--- config.mk ---
export PLATFORM = sky130hd
export DESIGN_NAME = shell_line_tokenizer_top
export DESIGN_NICKNAME = d
export VERILOG_FILES = /design/src/rtl/slt_pkg.sv /design/src/rtl/slt_front.sv /design/src/rtl/slt_queue.sv /design/src/rtl/slt_back.sv /design/src/rtl/shell_line_tokenizer_top.sv
export SDC_FILE = /design/constraint.sdc
export NUM_CORES = 1
export LEC_CHECK = 0
export BUFFER_PORTS_ARGS = -buffer_cell sky130_fd_sc_hd__buf_2
export CAP_MARGIN = 20
export CORE_MARGIN = 5
export CORE_UTILIZATION = 30
export DETAILED_ROUTE_END_ITERATION = 8
export PLACE_DENSITY = 0.51
export SLEW_MARGIN = 20
export SYNTH_ARGS = -nofsm -noshare
export SYNTH_HDL_FRONTEND = slang
export SYNTH_SLANG_ARGS = --single-unit
export TNS_END_PERCENT = 30
--- constraint.sdc ---
create_clock -name clk -period 26.1 [get_ports clk]
set_input_delay 1.305 -clock clk [delete_from_list [all_inputs] [get_ports clk]]
set_output_delay 1.305 -clock clk [all_outputs]
set_load 0.05 [all_outputs]
--- src/rtl/slt_pkg.sv ---
// Shared types and constants for the shell line tokenizer.
// Used by the front, queue, back and top-level modules; depends on nothing.
package slt_pkg;

    localparam int MAX_RES = 7;
    localparam int QDEPTH  = 2;
    localparam int QPTR_W  = (QDEPTH > 1) ? $clog2(QDEPTH) : 1;
    localparam int QCNT_W  = $clog2(QDEPTH + 1);

    localparam logic [9:0] COUNT_MAX = 10'd1023;

    localparam int FLAG_REDIRECT   = 0;
    localparam int FLAG_PIPELINE   = 1;
    localparam int FLAG_AND        = 2;
    localparam int FLAG_BACKGROUND = 3;

    typedef enum logic [1:0] {
        KIND_START,
        KIND_BYTE,
        KIND_END,
        KIND_SUMMARY
    } kind_t;

    typedef enum logic [1:0] {
        CLS_WORD,
        CLS_QUOTE,
        CLS_OP,
        CLS_UNUSED
    } cls_t;

    typedef struct packed {
        kind_t      kind;
        logic [7:0] data;
        cls_t       cls;
    } res_t;

    // One entry holds every result caused by one input byte.
    typedef struct packed {
        logic [2:0]              n_res;
        res_t [MAX_RES-1:0]      res;
        logic [3:0]              flags;
        logic [9:0]              count;
        logic                    unclosed;
    } entry_t;

endpackage

--- src/rtl/slt_front.sv ---
// Front end of the shell line tokenizer: accepts bytes, holds the lexer state
// and turns each byte into a queue entry of results. Depends on slt_pkg.
module slt_front
(
    input  logic              clk,
    input  logic              rst_n,
    input  logic              s_tvalid,
    output logic              s_tready,
    input  logic [7:0]        s_tdata,     // ch
    input  logic              q_full,
    output logic              q_push,
    output slt_pkg::entry_t   q_entry
);

    typedef enum logic [1:0] {
        MODE_BETWEEN,
        MODE_WORD,
        MODE_QUOTE,
        MODE_UNUSED
    } mode_t;

    typedef enum logic [2:0] {
        P_NONE,
        P_GT,
        P_LT,
        P_TWO,
        P_TWO_GT,
        P_AMP,
        P_AMP_GT
    } pend_t;

    typedef struct packed {
        logic [2:0]                          n;
        slt_pkg::res_t [slt_pkg::MAX_RES-1:0] res;
    } fill_t;

    localparam logic [7:0] CH_NUL    = 8'h00;
    localparam logic [7:0] CH_SPACE  = 8'h20;
    localparam logic [7:0] CH_TAB    = 8'h09;
    localparam logic [7:0] CH_CR     = 8'h0D;
    localparam logic [7:0] CH_QUOTE  = 8'h22;
    localparam logic [7:0] CH_AMP    = 8'h26;
    localparam logic [7:0] CH_TWO    = 8'h32;
    localparam logic [7:0] CH_LT     = 8'h3C;
    localparam logic [7:0] CH_GT     = 8'h3E;
    localparam logic [7:0] CH_BSLASH = 8'h5C;
    localparam logic [7:0] CH_BAR    = 8'h7C;

    mode_t      mode_reg,  mode_next;
    pend_t      pend_reg,  pend_next;
    logic       bs_reg,    bs_next;
    logic [3:0] flags_reg, flags_next;
    logic [9:0] cnt_reg,   cnt_next;
    fill_t      fill;
    logic       line_end;
    logic       unclosed;
    logic [3:0] sum_flags;
    logic [9:0] sum_cnt;
    logic       accept;

    function automatic fill_t put(fill_t f, slt_pkg::kind_t k, logic [7:0] d,
                                  slt_pkg::cls_t cl);
        fill_t r;
        r = f;
        r.res[f.n].kind = k;
        r.res[f.n].data = d;
        r.res[f.n].cls  = cl;
        r.n             = f.n + 3'd1;
        return r;
    endfunction

    function automatic fill_t emit_op(fill_t f, logic [7:0] b0, logic [7:0] b1,
                                      logic [7:0] b2, logic [1:0] len);
        fill_t r;
        r = put(f, slt_pkg::KIND_START, 8'd0, slt_pkg::CLS_OP);
        r = put(r, slt_pkg::KIND_BYTE, b0, slt_pkg::CLS_OP);
        if (len > 2'd1)
        begin
            r = put(r, slt_pkg::KIND_BYTE, b1, slt_pkg::CLS_OP);
        end
        if (len > 2'd2)
        begin
            r = put(r, slt_pkg::KIND_BYTE, b2, slt_pkg::CLS_OP);
        end
        r = put(r, slt_pkg::KIND_END, 8'd0, slt_pkg::CLS_OP);
        return r;
    endfunction

    function automatic logic [9:0] sat_inc(logic [9:0] v);
        return (v < slt_pkg::COUNT_MAX) ? v + 10'd1 : v;
    endfunction

    function automatic logic is_space(logic [7:0] c);
        return (c == CH_SPACE) || (c >= CH_TAB && c <= CH_CR);
    endfunction

    function automatic logic ends_word(logic [7:0] c);
        return is_space(c) || c == CH_LT || c == CH_GT || c == CH_AMP
            || c == CH_BAR || c == CH_QUOTE;
    endfunction

    assign s_tready = !q_full;
    assign accept   = s_tvalid && s_tready;

    always_comb
    begin
        pend_t p;
        logic  done;
        fill       = '0;
        mode_next  = mode_reg;
        pend_next  = pend_reg;
        bs_next    = bs_reg;
        flags_next = flags_reg;
        cnt_next   = cnt_reg;
        line_end   = 1'b0;
        unclosed   = 1'b0;
        done       = 1'b0;
        p          = pend_reg;
        if (mode_reg == MODE_QUOTE)
        begin
            if (s_tdata == CH_NUL)
            begin
                line_end = 1'b1;
                unclosed = 1'b1;
            end
            else if (s_tdata == CH_QUOTE && !bs_reg)
            begin
                fill      = put(fill, slt_pkg::KIND_END, 8'd0, slt_pkg::CLS_QUOTE);
                cnt_next  = sat_inc(cnt_next);
                mode_next = MODE_BETWEEN;
                bs_next   = 1'b0;
            end
            else
            begin
                fill    = put(fill, slt_pkg::KIND_BYTE, s_tdata, slt_pkg::CLS_QUOTE);
                bs_next = (s_tdata == CH_BSLASH);
            end
        end
        else
        begin
            pend_next = P_NONE;
            unique case (p)
                P_NONE:
                begin
                end
                P_GT:
                begin
                    done = (s_tdata == CH_GT);
                    fill = emit_op(fill, CH_GT, CH_GT, 8'd0, done ? 2'd2 : 2'd1);
                    cnt_next = sat_inc(cnt_next);
                    flags_next[slt_pkg::FLAG_REDIRECT] = 1'b1;
                end
                P_LT:
                begin
                    done = (s_tdata == CH_LT);
                    fill = emit_op(fill, CH_LT, CH_LT, 8'd0, done ? 2'd2 : 2'd1);
                    cnt_next = sat_inc(cnt_next);
                    flags_next[slt_pkg::FLAG_REDIRECT] = 1'b1;
                end
                P_TWO:
                begin
                    if (s_tdata == CH_GT)
                    begin
                        pend_next = P_TWO_GT;
                        done      = 1'b1;
                    end
                    else
                    begin
                        fill = put(fill, slt_pkg::KIND_START, 8'd0, slt_pkg::CLS_WORD);
                        fill = put(fill, slt_pkg::KIND_BYTE, CH_TWO, slt_pkg::CLS_WORD);
                        mode_next = MODE_WORD;
                    end
                end
                P_TWO_GT:
                begin
                    done = (s_tdata == CH_GT);
                    fill = emit_op(fill, CH_TWO, CH_GT, CH_GT, done ? 2'd3 : 2'd2);
                    cnt_next = sat_inc(cnt_next);
                    flags_next[slt_pkg::FLAG_REDIRECT] = 1'b1;
                end
                P_AMP:
                begin
                    if (s_tdata == CH_GT)
                    begin
                        pend_next = P_AMP_GT;
                        done      = 1'b1;
                    end
                    else if (s_tdata == CH_AMP)
                    begin
                        fill = emit_op(fill, CH_AMP, CH_AMP, 8'd0, 2'd2);
                        cnt_next = sat_inc(cnt_next);
                        flags_next[slt_pkg::FLAG_AND] = 1'b1;
                        done = 1'b1;
                    end
                    else
                    begin
                        flags_next[slt_pkg::FLAG_BACKGROUND] = 1'b1;
                    end
                end
                P_AMP_GT:
                begin
                    done = (s_tdata == CH_GT);
                    fill = emit_op(fill, CH_AMP, CH_GT, CH_GT, done ? 2'd3 : 2'd2);
                    cnt_next = sat_inc(cnt_next);
                    flags_next[slt_pkg::FLAG_REDIRECT] = 1'b1;
                end
                default:
                begin
                end
            endcase

            if (!done && mode_next == MODE_WORD)
            begin
                if (s_tdata == CH_NUL || ends_word(s_tdata))
                begin
                    fill      = put(fill, slt_pkg::KIND_END, 8'd0, slt_pkg::CLS_WORD);
                    cnt_next  = sat_inc(cnt_next);
                    mode_next = MODE_BETWEEN;
                end
                else
                begin
                    fill = put(fill, slt_pkg::KIND_BYTE, s_tdata, slt_pkg::CLS_WORD);
                    done = 1'b1;
                end
            end

            if (!done && s_tdata != CH_NUL && !is_space(s_tdata))
            begin
                unique case (s_tdata)
                    CH_GT:    pend_next = P_GT;
                    CH_LT:    pend_next = P_LT;
                    CH_TWO:   pend_next = P_TWO;
                    CH_AMP:   pend_next = P_AMP;
                    CH_BAR:
                    begin
                        fill = emit_op(fill, CH_BAR, 8'd0, 8'd0, 2'd1);
                        cnt_next = sat_inc(cnt_next);
                        flags_next[slt_pkg::FLAG_PIPELINE] = 1'b1;
                    end
                    CH_QUOTE:
                    begin
                        fill = put(fill, slt_pkg::KIND_START, 8'd0, slt_pkg::CLS_QUOTE);
                        mode_next = MODE_QUOTE;
                        bs_next   = 1'b0;
                    end
                    default:
                    begin
                        fill = put(fill, slt_pkg::KIND_START, 8'd0, slt_pkg::CLS_WORD);
                        fill = put(fill, slt_pkg::KIND_BYTE, s_tdata, slt_pkg::CLS_WORD);
                        mode_next = MODE_WORD;
                    end
                endcase
            end

            line_end = (s_tdata == CH_NUL);
        end

        sum_flags = flags_next;
        sum_cnt   = cnt_next;
        if (line_end)
        begin
            fill       = put(fill, slt_pkg::KIND_SUMMARY, 8'd0, slt_pkg::CLS_WORD);
            mode_next  = MODE_BETWEEN;
            pend_next  = P_NONE;
            bs_next    = 1'b0;
            flags_next = 4'd0;
            cnt_next   = 10'd0;
        end
    end

    assign q_push           = accept && (fill.n != 3'd0);
    assign q_entry.n_res    = fill.n;
    assign q_entry.res      = fill.res;
    assign q_entry.flags    = sum_flags;
    assign q_entry.count    = sum_cnt;
    assign q_entry.unclosed = unclosed;

    always_ff @(posedge clk or negedge rst_n)
    begin
        if (!rst_n)
        begin
            mode_reg  <= MODE_BETWEEN;
            pend_reg  <= P_NONE;
            bs_reg    <= 1'b0;
            flags_reg <= 4'd0;
            cnt_reg   <= 10'd0;
        end
        else if (accept)
        begin
            mode_reg  <= mode_next;
            pend_reg  <= pend_next;
            bs_reg    <= bs_next;
            flags_reg <= flags_next;
            cnt_reg   <= cnt_next;
        end
    end

endmodule

--- src/rtl/slt_queue.sv ---
// Short queue of result entries between the tokenizer front and back ends.
// Depends on slt_pkg for the entry type and depth.
module slt_queue
(
    input  logic              clk,
    input  logic              rst_n,
    input  logic              push,
    input  slt_pkg::entry_t   push_entry,
    output logic              full,
    output logic              head_valid,
    output slt_pkg::entry_t   head_entry,
    input  logic              pop
);

    slt_pkg::entry_t               mem_reg [slt_pkg::QDEPTH];
    logic [slt_pkg::QPTR_W-1:0]    wr_ptr_reg, rd_ptr_reg;
    logic [slt_pkg::QCNT_W-1:0]    cnt_reg;
    logic                          do_pop;

    function automatic logic [slt_pkg::QPTR_W-1:0] ptr_inc(
        logic [slt_pkg::QPTR_W-1:0] p);
        return (p == slt_pkg::QPTR_W'(slt_pkg::QDEPTH - 1))
            ? '0 : p + slt_pkg::QPTR_W'(1);
    endfunction

    assign full       = (cnt_reg == slt_pkg::QCNT_W'(slt_pkg::QDEPTH));
    assign head_valid = (cnt_reg != '0);
    assign head_entry = mem_reg[rd_ptr_reg];
    assign do_pop     = pop && head_valid;

    always_ff @(posedge clk)
    begin
        if (push && !full)
        begin
            mem_reg[wr_ptr_reg] <= push_entry;
        end
    end

    always_ff @(posedge clk or negedge rst_n)
    begin
        if (!rst_n)
        begin
            wr_ptr_reg <= '0;
            rd_ptr_reg <= '0;
            cnt_reg    <= '0;
        end
        else
        begin
            if (push && !full)
            begin
                wr_ptr_reg <= ptr_inc(wr_ptr_reg);
            end
            if (do_pop)
            begin
                rd_ptr_reg <= ptr_inc(rd_ptr_reg);
            end
            if ((push && !full) && !do_pop)
            begin
                cnt_reg <= cnt_reg + slt_pkg::QCNT_W'(1);
            end
            else if (!(push && !full) && do_pop)
            begin
                cnt_reg <= cnt_reg - slt_pkg::QCNT_W'(1);
            end
        end
    end

endmodule

--- src/rtl/slt_back.sv ---
// Back end of the shell line tokenizer (depends on slt_pkg): walks the head
// entry's results into a registered output stage, one beat per ready cycle.
module slt_back
(
    input  logic              clk,
    input  logic              rst_n,
    input  logic              head_valid,
    input  slt_pkg::entry_t   head_entry,
    output logic              pop,
    output logic              m_tvalid,
    input  logic              m_tready,
    output logic [23:0]       m_tdata,
    output logic [3:0]        m_tuser,
    output logic              m_tlast
);

    logic [2:0]     idx_reg, idx_next;
    logic           valid_reg;
    logic [23:0]    tdata_reg, tdata_next;
    logic [3:0]     tuser_reg;
    logic           tlast_reg, tlast_next;
    logic           load;
    slt_pkg::res_t  cur;

    assign load = head_valid && (!valid_reg || m_tready);
    assign cur  = head_entry.res[idx_reg];

    always_comb
    begin
        tlast_next = (idx_reg == head_entry.n_res - 3'd1);
        idx_next   = tlast_next ? 3'd0 : idx_reg + 3'd1;
        if (cur.kind == slt_pkg::KIND_SUMMARY)
        begin
            tdata_next = {1'b0, head_entry.unclosed, head_entry.count,
                          head_entry.flags, cur.data};
        end
        else
        begin
            tdata_next = {16'd0, cur.data};
        end
    end

    assign pop = load && tlast_next;

    always_ff @(posedge clk or negedge rst_n)
    begin
        if (!rst_n)
        begin
            idx_reg   <= 3'd0;
            valid_reg <= 1'b0;
        end
        else if (load)
        begin
            idx_reg   <= idx_next;
            valid_reg <= 1'b1;
        end
        else if (m_tready)
        begin
            valid_reg <= 1'b0;
        end
    end

    always_ff @(posedge clk)
    begin
        if (load)
        begin
            tdata_reg <= tdata_next;
            tuser_reg <= {cur.cls, cur.kind};
            tlast_reg <= tlast_next;
        end
    end

    assign m_tvalid = valid_reg;
    assign m_tdata  = tdata_reg;
    assign m_tuser  = tuser_reg;
    assign m_tlast  = tlast_reg;

endmodule

--- src/rtl/shell_line_tokenizer_top.sv ---
// Top level of the shell line tokenizer: front end, entry queue, back end.
// Depends on slt_pkg, slt_front, slt_queue and slt_back.
//
// Command-line bytes enter on the s_ stream, one byte per beat; byte 0 ends
// the line. Results leave on the m_ stream: kind and token class in tuser,
// the token byte and the line summary fields in tdata, and tlast on the final
// result caused by each input byte.
// The front takes a byte in every cycle while the two-entry queue has room
// and turns it into zero to seven results in that same cycle. The back sends
// one result per cycle while the receiver is ready, so a byte's results hold
// the output in turn; bytes without results (whitespace, a held operator
// prefix) never enter the queue. The first result of a byte is written to
// the queue and then to the registered output stage before it is shown.
// Reset clears the lexer state, the queue and the output stage; no clearing
// pass follows. When the receiver stalls, the output beat holds, the queue
// fills, and s_tready drops once both entries are taken.
module shell_line_tokenizer_top
(
    input  logic        clk,
    input  logic        rst_n,
    input  logic        s_tvalid,
    output logic        s_tready,
    input  logic [7:0]  s_tdata,   // [7:0] ch
    output logic        m_tvalid,
    input  logic        m_tready,
    output logic [23:0] m_tdata,   // [7:0] data, [8] redirect, [9] pipeline,
                                   // [10] and_seen, [11] background,
                                   // [21:12] token_count, [22] unclosed_quote,
                                   // [23] zero
    output logic [3:0]  m_tuser,   // [1:0] kind, [3:2] token_class
    output logic        m_tlast
);

    logic            q_push;
    slt_pkg::entry_t q_entry;
    logic            q_full;
    logic            head_valid;
    slt_pkg::entry_t head_entry;
    logic            q_pop;

    slt_front u_front
    (
        .clk      (clk),
        .rst_n    (rst_n),
        .s_tvalid (s_tvalid),
        .s_tready (s_tready),
        .s_tdata  (s_tdata),
        .q_full   (q_full),
        .q_push   (q_push),
        .q_entry  (q_entry)
    );

    slt_queue u_queue
    (
        .clk        (clk),
        .rst_n      (rst_n),
        .push       (q_push),
        .push_entry (q_entry),
        .full       (q_full),
        .head_valid (head_valid),
        .head_entry (head_entry),
        .pop        (q_pop)
    );

    slt_back u_back
    (
        .clk        (clk),
        .rst_n      (rst_n),
        .head_valid (head_valid),
        .head_entry (head_entry),
        .pop        (q_pop),
        .m_tvalid   (m_tvalid),
        .m_tready   (m_tready),
        .m_tdata    (m_tdata),
        .m_tuser    (m_tuser),
        .m_tlast    (m_tlast)
    );

`ifndef ASSERT_OFF
    a_summary_last: assert property (@(posedge clk) disable iff (!rst_n)
        m_tvalid && m_tuser[1:0] == slt_pkg::KIND_SUMMARY |-> m_tlast)
        else $error("line summary beat is not marked last");

    a_fields_zero: assert property (@(posedge clk) disable iff (!rst_n)
        m_tvalid && m_tuser[1:0] != slt_pkg::KIND_SUMMARY |-> m_tdata[23:8] == 16'd0)
        else $error("summary fields set on a token beat");

    a_data_zero: assert property (@(posedge clk) disable iff (!rst_n)
        m_tvalid && m_tuser[1:0] != slt_pkg::KIND_BYTE |-> m_tdata[7:0] == 8'd0)
        else $error("data set on a beat that carries no token byte");

    a_no_push_full: assert property (@(posedge clk) disable iff (!rst_n)
        q_full |-> !q_push && !s_tready)
        else $error("entry pushed into a full queue");
`endif

endmodule
==> impl_metrics.csv <==
group,metric,value,unit
placed_design,dpl.hpwl,33.5,mm
power,p_total,1.79,mW
critical_path,end_kind,"register",
flow_run,maxCapViolations,0,
die,start_util,0.301,
clock_network,cts.sinks,260,
synth,synth_nets,1368,
die,rows,81,
sta,slew_headroom,0.264,
clock_network,htreeDepth,1,
sta,clock.fmax,0.121,GHz
sta,drv_slew,0,
global_routing,grt_pass1_wl,70.6,mm
finish,largest_reg_flops,204,
critical_path,cp_data_arrival_time,8.40,ns
global_routing,grt_pass1_vias,11100,
die,die_w,231,um
sta,rsz0062_at_grt,"false",
finish,fin_area,0.0164,mm^2
drt,wl_met2,21.1,mm
synth,synth_cells,1343,
drt,viasPerCell,5.66,
drt,drtIter0Drc,1227,
finish,fillers,4873,
synth,postSynthAreaPerCell,10.9,um^2
critical_path,startpoint_type,"input pin",
power,ir_worst_vdd,49.0,uV
die,io-pin-count,43,
placed_design,port_buffers,41,
power,p_leak,5.83,nW
sta,tightest_slew,1.09,ns
synth,synth_top_flop_cell,"edfxtp_1",
clock_network,cts-root-buf,"clkbuf_16",
synth,async_flop_share,0.108,
drt,top_layer_used,"met4",
critical_path,crit_type,"in -> reg",
placed_design,dp.cells,1939,
die,core-area,0.0486,mm^2
die,die-area,0.0534,mm^2
drt,wirelength,46.4,mm
clock_network,cts-buffers-inserted,27,
placed_design,place.gp.congestion,0.965,
sta,period_needed,8.24,ns
finish,final_util,0.336,
global_routing,grtUsageTotal,0.170,
finish,synthToLayoutAreaGrowth,11.6,%
outcome,status,"finished, final reports clean",
worst_hold_path,hold_class,"reg -> reg",
drt,remaining_drc_errors,0,
drt,wl_per_cell,23.3,um
sta,clock_skew,0.0107,ns
sta,setup_tns,0,ns
synth,syn_area,0.0147,mm^2
clock_network,ctsResizeCount,0,
drt,drtAntennaViolNets,0,
global_routing,antenna_found_initial,1,
synth,yosysUniqueCellTypes,106,
synth,yosys_warnings,0,
clock_network,postCtsSetupBuffers,0,
power,power.density,110,mW/mm^2
drt,wl_met3,2.67,mm
finish,fin_nets,1372,
drt,wl_met1,21.5,mm
global_routing,grt_overflow,0,
clock_network,hold_buffers,0,
finish,drive_gt1_frac,0.144,
synth,yosysSeqAreaShare,0.523,
critical_path,critical_path_peak_fanout,67,
sta,setup_viol,0,
die,die_y,231,um
synth,synth-edff-count,232,
drt,drt_pass1_iterations,6,
finish,layout_commonest_cell,"edfxtp_1",
finish,instances_no_fill,1990,
clock_network,insertion_delay,0.54,ns
clock_network,cts_buffer_depth,3,
sta,hold_violations,0,
global_routing,grt_max_degree,71,
clock_network,tritoncts,"done",
synth,ys_ff_latch,260,
drt,via_count,11300,
sta,min_period_over_period,0.316,
finish,layout_common_cells,"edfxtp_1, nand2_1, nor2_1",
placed_design,postPlaceCellArea,0.0155,mm^2
clock_network,clk_pin_slew,0.07,ns
critical_path,worstPathRequired,26.26,ns
## cells in the mapped netlist (6+ instances only)
cell,n,area (um^2)
a31o_2,8,70.1
or2_2,6,37.5
a21o_1,6,45.0
nor2b_1,8,50.1
nand3_1,34,170
mux4_2,28,631
o21ai_1,6,30.0
mux2i_1,58,581
o22ai_1,14,87.6
mux2_2,8,90.1
ha_1,13,163
xor2_1,12,105
nor3b_1,8,60.1
nand2_1,160,601
nor4_1,9,56.3
o21ai_0,84,420
buf_1,14,52.6
and3_1,18,113
nand2b_1,9,56.3
nand4_1,14,87.6
dfrtp_1,28,701
clkbuf_1,65,244
a21oi_1,82,410
inv_1,15,56.3
nor2_1,132,495
o31ai_1,9,67.6
a31oi_1,25,156
xnor2_1,16,140
edfxtp_1,232,6970
and2_1,25,156
o221ai_1,10,87.6
a22o_1,9,78.8
nor3_1,36,180
## per-stage QoR
step / worst slack, ns / hold slack (ns)
final: 17.86 / 0.494
after global routing: 17.21 / 0.520
after CTS: 17.65 / 0.496
after detailed placement: 17.09 / 0.479
after global placement: 17.20 / 0.476
after floorplan: 15.35 / 0.454
## routing by layer
metal / up-vias / global-route usage
met3: 77 / 0.0240
li1: 5120 / -
met5: - / 0
met1: 5654 / 0.249
met2: 405 / 0.267
met4: 0 / 0.0435
## report_power, final
part | internal (mW) | leakage (nW) | switching [mW]
clock network | 0.218 | 0.426 | 0.158
logic | 0.231 | 2.84 | 0.494
registers | 0.629 | 2.56 | 0.0629
total | 1.08 | 5.83 | 0.716
## critical path, cell delays in order
cell and delay (ns):
buf_2 0.40, nand4b_1 0.34, nor3_1 0.30, nand2_1 0.09
a21oi_1 0.21, o21bai_1 0.15, ha_1 0.26, nor2_1 0.09
a21oi_1 0.05, a21oi_1 0.29, clkinv_1 0.25, ha_1 0.33
mux2_2 0.33, ha_1 0.56, nor2_2 0.32, nand3_1 0.14
a32o_1 0.30, nor2_1 0.34, ha_1 0.23, nand2_1 0.08
xnor2_2 0.18, a31oi_4 0.24, nor2b_4 0.56, buf_16 0.24
buf_4 0.73
## cell type report
class                           count  area [um^2]  area share
Inverter                           18         67.6     0.00413
Sequential cell                   260         7670       0.469
Clock inverter                     20          173      0.0106
Clock buffer                       29          683      0.0418
Timing Repair Buffer               62          383      0.0234
Antenna cell                        1         2.50    0.000153
Tap cell                          622          778      0.0476
Multi-Input combinational cell    978         6600       0.404
## final timing paths
path | startpoint | end | slack (ns) | cells past startpoint
max | s_tdata[3] | u_queue.mem_reg[0][90] | 17.86 | 25
min | u_front.flags_reg[1] | u_front.flags_reg[1] | 0.49 | 2
max reg2reg | u_front.pend_reg[2] | u_queue.mem_reg[0][90] | 18.62 | 21
min reg2reg | u_front.flags_reg[1] | u_front.flags_reg[1] | 0.49 | 2
max in group asynchronous | rst_n | u_queue.rd_ptr_reg | 24.70 | 1
min in group asynchronous | rst_n | u_front.flags_reg[2] | 0.83 | 1
## cells by family (layout without fill, tap and decap cells)
family	Yosys count	after routing	synth area share
muxes	94	94	0.0887
other	1	2	0.000256
buffers and inverters	105	129	0.0283
adders and majority gates	13	13	0.0111
xor gates and xnor gates	33	33	0.0236
AOI/OAI and AO/OA	330	330	0.153
DFF	260	260	0.523
and+or+nand+nor	507	507	0.172
(Power assumes the default switching activity.)
